## src/kvt_pkg.sv

```systemverilog
// Package for the compacting key/value table: field widths, operation and
// status codes, sequencer states and the command bundle sent to the cells.
// No dependencies.
`default_nettype none

package kvt_pkg;

  // Fixed widths of the request and result fields.
  localparam int OP_W          = 2;
  localparam int KEY_FIELD_W   = 32;
  localparam int VALUE_FIELD_W = 32;
  localparam int STATUS_W      = 2;
  localparam int COUNT_FIELD_W = 7;

  // Operation codes carried by a request.
  typedef enum logic [OP_W-1:0] {
    OP_READ   = 2'd0,
    OP_WRITE  = 2'd1,
    OP_DELETE = 2'd2,
    OP_CLEAR  = 2'd3
  } kvt_op_t;

  // Status codes carried by a result.
  typedef enum logic [STATUS_W-1:0] {
    ST_OK   = 2'd0,
    ST_MISS = 2'd1,
    ST_FULL = 2'd2
  } kvt_status_t;

  // Sequencer states: waiting for a request, or committing one.
  typedef enum logic {
    S_IDLE = 1'b0,
    S_EXEC = 1'b1
  } kvt_state_t;

  // Command broadcast from the sequencer to every cell.
  typedef struct packed {
    logic lookup;   // compare the incoming key and latch the match
    logic update;   // matching cell takes the new value
    logic append;   // tail cell takes the new pair
    logic remove;   // cells at or above the match take their neighbour's pair
  } kvt_cmd_t;

endpackage

`default_nettype wire

```

## src/kvt_cell.sv

```systemverilog
// One slot of the table: holds a key and a value, compares the key of a
// new request and hands its pair down to the slot below on a delete.
// Depends on kvt_pkg for the command bundle.
`default_nettype none

module kvt_cell #(
  parameter int KEY_W = 32,
  parameter int VAL_W = 32,
  parameter int CNT_W = 7,
  parameter int IDX   = 0
) (
  input  wire                    clk,
  input  wire                    rst_n,
  input  wire kvt_pkg::kvt_cmd_t cmd,
  input  wire  [CNT_W-1:0]       count,
  input  wire  [KEY_W-1:0]       look_key,
  input  wire  [KEY_W-1:0]       new_key,
  input  wire  [VAL_W-1:0]       new_val,
  input  wire  [KEY_W-1:0]       next_key,
  input  wire  [VAL_W-1:0]       next_val,
  input  wire                    shift_in,
  output logic [KEY_W-1:0]       key_q,
  output logic [VAL_W-1:0]       val_q,
  output logic                   hit,
  output logic                   shift_out,
  output logic [VAL_W-1:0]       rd_val
);

  logic [KEY_W-1:0] key_r, key_nxt;
  logic [VAL_W-1:0] val_r, val_nxt;
  logic             hit_r, hit_nxt;
  logic             in_range;
  logic             is_tail;

  // The slot holds a live pair only below the fill count.
  assign in_range = (CNT_W'(IDX) < count);
  assign is_tail  = (CNT_W'(IDX) == count);

  // Match flag is latched when a request is taken and held until the next one.
  assign hit_nxt = cmd.lookup ? (in_range && (key_r == look_key)) : hit_r;

  // The delete shift covers the matching slot and every slot above it.
  assign shift_out = shift_in | hit_r;

  assign key_q  = key_r;
  assign val_q  = val_r;
  assign hit    = hit_r;
  assign rd_val = hit_r ? val_r : '0;

  // Pair update: value overwrite, append at the tail, or shift down.
  always_comb begin
    key_nxt = key_r;
    val_nxt = val_r;
    if (cmd.update && hit_r) begin
      val_nxt = new_val;
    end
    if (cmd.append && is_tail) begin
      key_nxt = new_key;
      val_nxt = new_val;
    end
    if (cmd.remove && shift_out) begin
      key_nxt = next_key;
      val_nxt = next_val;
    end
  end

  always_ff @(posedge clk) begin
    if (!rst_n) begin
      hit_r <= 1'b0;
    end else begin
      hit_r <= hit_nxt;
    end
  end

  // Pair storage carries no reset.
  always_ff @(posedge clk) begin
    key_r <= key_nxt;
    val_r <= val_nxt;
  end

endmodule

`default_nettype wire

```

## config.mk

```make
export PLATFORM = sky130hd
export DESIGN_NAME = kvt_cell
export DESIGN_NICKNAME = d
export VERILOG_FILES = /design/src/kvt_pkg.sv /design/src/kvt_cell.sv
export SDC_FILE = /design/constraint.sdc
export NUM_CORES = 1
export LEC_CHECK = 0
export BUFFER_PORTS_ARGS = -buffer_cell sky130_fd_sc_hd__buf_2
export CORE_AREA = 2 2 106 108
export CTS_CLUSTER_SIZE = 24
export DETAILED_ROUTE_END_ITERATION = 10
export DIE_AREA = 0 0 108 110
export PLACE_DENSITY = 0.69
export REMOVE_ABC_BUFFERS = 1
export SYNTH_ARGS = -nofsm -noshare
export SYNTH_HDL_FRONTEND = slang
export SYNTH_SLANG_ARGS = --single-unit
```

## constraint.sdc

```tcl
create_clock -name clk -period 2.9 [get_ports clk]
set_input_delay 0.435 -clock clk [delete_from_list [all_inputs] [get_ports clk]]
set_output_delay 0.435 -clock clk [all_outputs]
set_load 0.03 [all_outputs]
```

Word level (Yosys, flattened, before mapping)
Index checks and enable logic that the tools add are counted.

Bits of input ports: 174. Output and inout port bits: 98. Bits in latches: 0. Bits in registers: 65. Memories kept: 0. Bits in writable memories: 0. ROM bits: 0.

Eq/ne operators: 1. Shift operators: 0. Bitwise operators: 1. Multiplexer cells: 6. Multipliers: 0. Div/mod/pow operators: 0. Reduce and logical (&&, ||, !) cells: 7. Order comparisons: 1. $add $sub $neg: 0.

Operators by type and width (number): 2-to-1 mux 32 bit (6); == test 32 bit (1); logical NOT 7 bit (1); < comparator 1 x 7 -> 1 bit, first input constant (1); logical AND 1 bit (4); nonzero test 3 bit (1); nonzero test 2 bit (1); OR 1 bit (1).

Longest topological paths before layout
Depth after elaboration: 4. Depth in mapped cells: 6. Gate-level depth less buffers: 5.

Least setup slack after synthesis
Ideal clock, no wire load.

Kind: flip-flop to flip-flop. From: reg hit_r, in the netlist hit. To: reg val_r[0], in the netlist val_q[0], enable pin. Stages on the path, launching flop included: 7. Slack: -0.344 ns. Path buffers: 2. Setup time: 0.388 ns. Data arrival time: 2.856 ns. Path through: dfxtp_1 > or2_1 > nand2_1 > buf_4 > buf_4 > nand2_1 > a21o_1.

Longest elaborated chain between the ends: 3.

Ends and longest elaborated chain: start: declaration (RTL line kvt_cell.sv:31) `logic hit_r, hit_nxt;`; start signal: assignment (RTL line kvt_cell.sv:71) `hit_r <= hit_nxt;`; OR 1 bit (RTL line kvt_cell.sv:43) `assign shift_out = shift_in | hit_r;`; named net shift_out (RTL line kvt_cell.sv:25) `output logic shift_out,`; logical AND 1 bit (RTL line kvt_cell.sv:61) `if (cmd.remove && shift_out) begin`; nonzero test 3 bit (no line); end signal: assignment (RTL line kvt_cell.sv:78) `val_r <= val_nxt;`; end: declaration (RTL line kvt_cell.sv:30) `logic [VAL_W-1:0] val_r, val_nxt;`.

The timed path passes the listed nets, and every way through them passes these cells. A chain may end at the register's enable or synchronous reset.

Final worst setup path
From: reg hit_r, in the netlist hit. To: reg val_r[15], in the netlist val_q[15], enable pin.

Longest elaborated chain between the ends: 3.

Ends and longest elaborated chain (RTL line): OR 1 bit (kvt_cell.sv:43); logical AND 1 bit (kvt_cell.sv:61); nonzero test 3 bit (no line) (*).

Mark *: on every way between the ends. The rest lies on a longest branch, timed or not.

==> metrics.cfg <==
[outcome]
outcome = complete, no violations

[route]
drt_first_pass_iters = 4
drt_wl_total_mm = 9.71
drt_iter0_drc = 67
ant_nets = 0
drc = 0
routed_via_density = 4.45
routed-via-count = 2889
wl_per_cell_um = 15.0

[worst_hold_path]
hold_class = input pin to flip-flop
holdPathStages = 2
holdCritStartpoint = next_val[28]
whs_endpoint = val_q[28]

[critical_path]
path_max_fanout = 32
r2r-end = val_q[15]
reg2reg_slack_ns = 0.98
required_ns = 2.98
start_kind = flip-flop
critical_path_class = flip-flop to flip-flop
reg2regPathDepth = 5
critPathCaptureType = flip-flop
rr_startpoint = hit
arrival_ns = 2.00

[timing]
fmax_mhz = 520
final_max_slew_viol_count = 0
finalCriticalPeriod_ns = 1.92
finalCritPeriodShare = 0.663
skew_ns = 0.00945
rsz0062_at_grt = no
worst_pin_slew_ns = 0.548
tns_ns = 0
worst_slack_ns = 0.977
max_slew_margin = 0.634
setup_viol = 0
finalHoldViolations = 0

[layout]
fin_nets = 677
syn_to_final_growth_pct = 52.6
fillerInstances = 1001
final_cell_mix = buf_2, mux2_2, edfxtp_1, and2_1, xor2_1
final_common_cell = buf_2
layout-drive-gt1-share = 0.713

[floorplan]
start_util = 0.313
fp.coreArea_mm2 = 0.0107
ios = 272
die_y_um = 110
dieWidth_um = 108
rows = 38
die_area_mm2 = 0.0119

[grt]
grt_usage = 0.152
antenna_found_initial = 1
grt_pass1_wl_mm = 13.3
first_global_vias = 2809
grt_max_degree = 36
grt.overflow.total = 0

[placed_design]
gp_congestion = 0.775
portBuffers = 271
place_hpwl_mm = 7.87
place_ws_ns = 0.628

[yosys]
yosysSeqAreaShare = 0.580
async_flop_share = 0
synth_seq_cells = 65
synth_cell_types = 20
synth-edff-count = 64
syn-mean-instance-area_um2 = 14.9
synth_compound_area_frac = 0.00374
synth_top_family_by_area = multiplexers
synth_fa_ha_area_frac = 0
synth_warnings = 0
syn_inst = 224
synth_top_flop_cell = edfxtp_1
synth-xor-area-share = 0.0837
yosys.area_share.simple = 0.0987
synth_mux_area_frac = 0.215
syn_area_mm2 = 0.00335

[clock_network]
cts.clk_slew.worst_paths_ns = 0.08
h-tree-depth = 3
clk_latency_ns = 0.33
clock_path_buffers = 2
postCtsHoldBufs = 0
cts_sinks = 65
cts_setup_buffers = 0
ctsResizeCount = 0
cts_buffers = 9
cts_tree = built
cts_root_buf = clkbuf_8

[power_and_ir_drop]
p_leak_nw = 2.39
power.density_mw_per_mm2 = 471
peakVddDrop_mv = 0.227

[job]
maxCapViolCount = 0

==> how the worst max path moves through the flow <==
stage                     startpoint        end  slack [ns]
after global placement      count[4]  val_q[18]        0.67
after detailed placement    count[4]  val_q[15]        0.63
final                            hit  val_q[15]        0.98
after CTS                        hit   val_q[9]        0.95
after floorplan                  hit   val_q[0]       -1.90
after global routing        count[4]   val_q[9]        0.86
==> logic make-up after synthesis <==
kind of cell / after synthesis
AO/OA/AOI/OAI: 2
XOR/XNOR: 32
buffers and inverters: 10
flip-flops: 65
multiplexers: 64
AND/OR/NAND/NOR: 51
==> sequential cells by signal, indices dropped and copies added, names as in the netlist <==
| register | cells |
|---|---|
| hit | 1 |
| val_q | 32 |
| key_q | 32 |
==> routing by layer <==
metal,GRT usage,up-vias,share of wire
li1,-,1382,-
met1,0.142,1336,0.35
met2,0.309,161,0.55
met3,0.0417,10,0.087
met4,0.0614,0,0.016
met5,0,-,0
==> worst max-delay path: stages, from the launching register on <==
cell and delay, ns:
dfxtp_1 0.32, or2_1 0.25, nand2_2 0.43, nand2_1 0.24, a21o_1 0.24, buf_12 0.17
==> through the flow <==
step	util	hold WS [ns]	std cells	power, W	cell area (um^2)
final	0.477	0.398	649	0.00241	5110
after CTS	0.477	0.370	648	0.00245	5100
after detailed placement	0.459	0.739	632	0.00169	4910
after global routing	0.477	0.367	649	0.00252	5110
after floorplan	-	0.581	214	0.00146	3290
after global placement	0.459	0.739	632	0.00168	4910
==> final cells by class <==
cell class	instances	area, um^2	area share
timing repair buffer	278	1450	0.283
clock buffer	9	124	0.0243
tap	140	175	0.0343
multi-input combinational	149	1350	0.264
sequential	65	1940	0.380
antenna	1	2.50	0.000490
clock inverter	7	71.3	0.0140
==> Yosys cell counts (2+ instances only) <==
cell,number,area (um^2)
and2_1,32,200
nand4_1,2,12.5
nor4_2,3,37.5
xor2_1,27,236
or4_1,2,15.0
xnor2_1,5,43.8
mux2_2,64,721
buf_4,6,45.0
edfxtp_1,64,1920
nand3_1,2,10.0
nor4_1,4,25.0
nand2_1,3,11.3
clkbuf_1,3,11.3
==> power by group <==
group	total (W)	switching [W]	internal, W
registers	0.00116	0.0000402	0.00112
logic	0.000506	0.000278	0.000227
clock network	0.000740	0.000346	0.000395
total	0.00241	0.000664	0.00174
No activity file was read; power rests on OpenSTA's default activity.
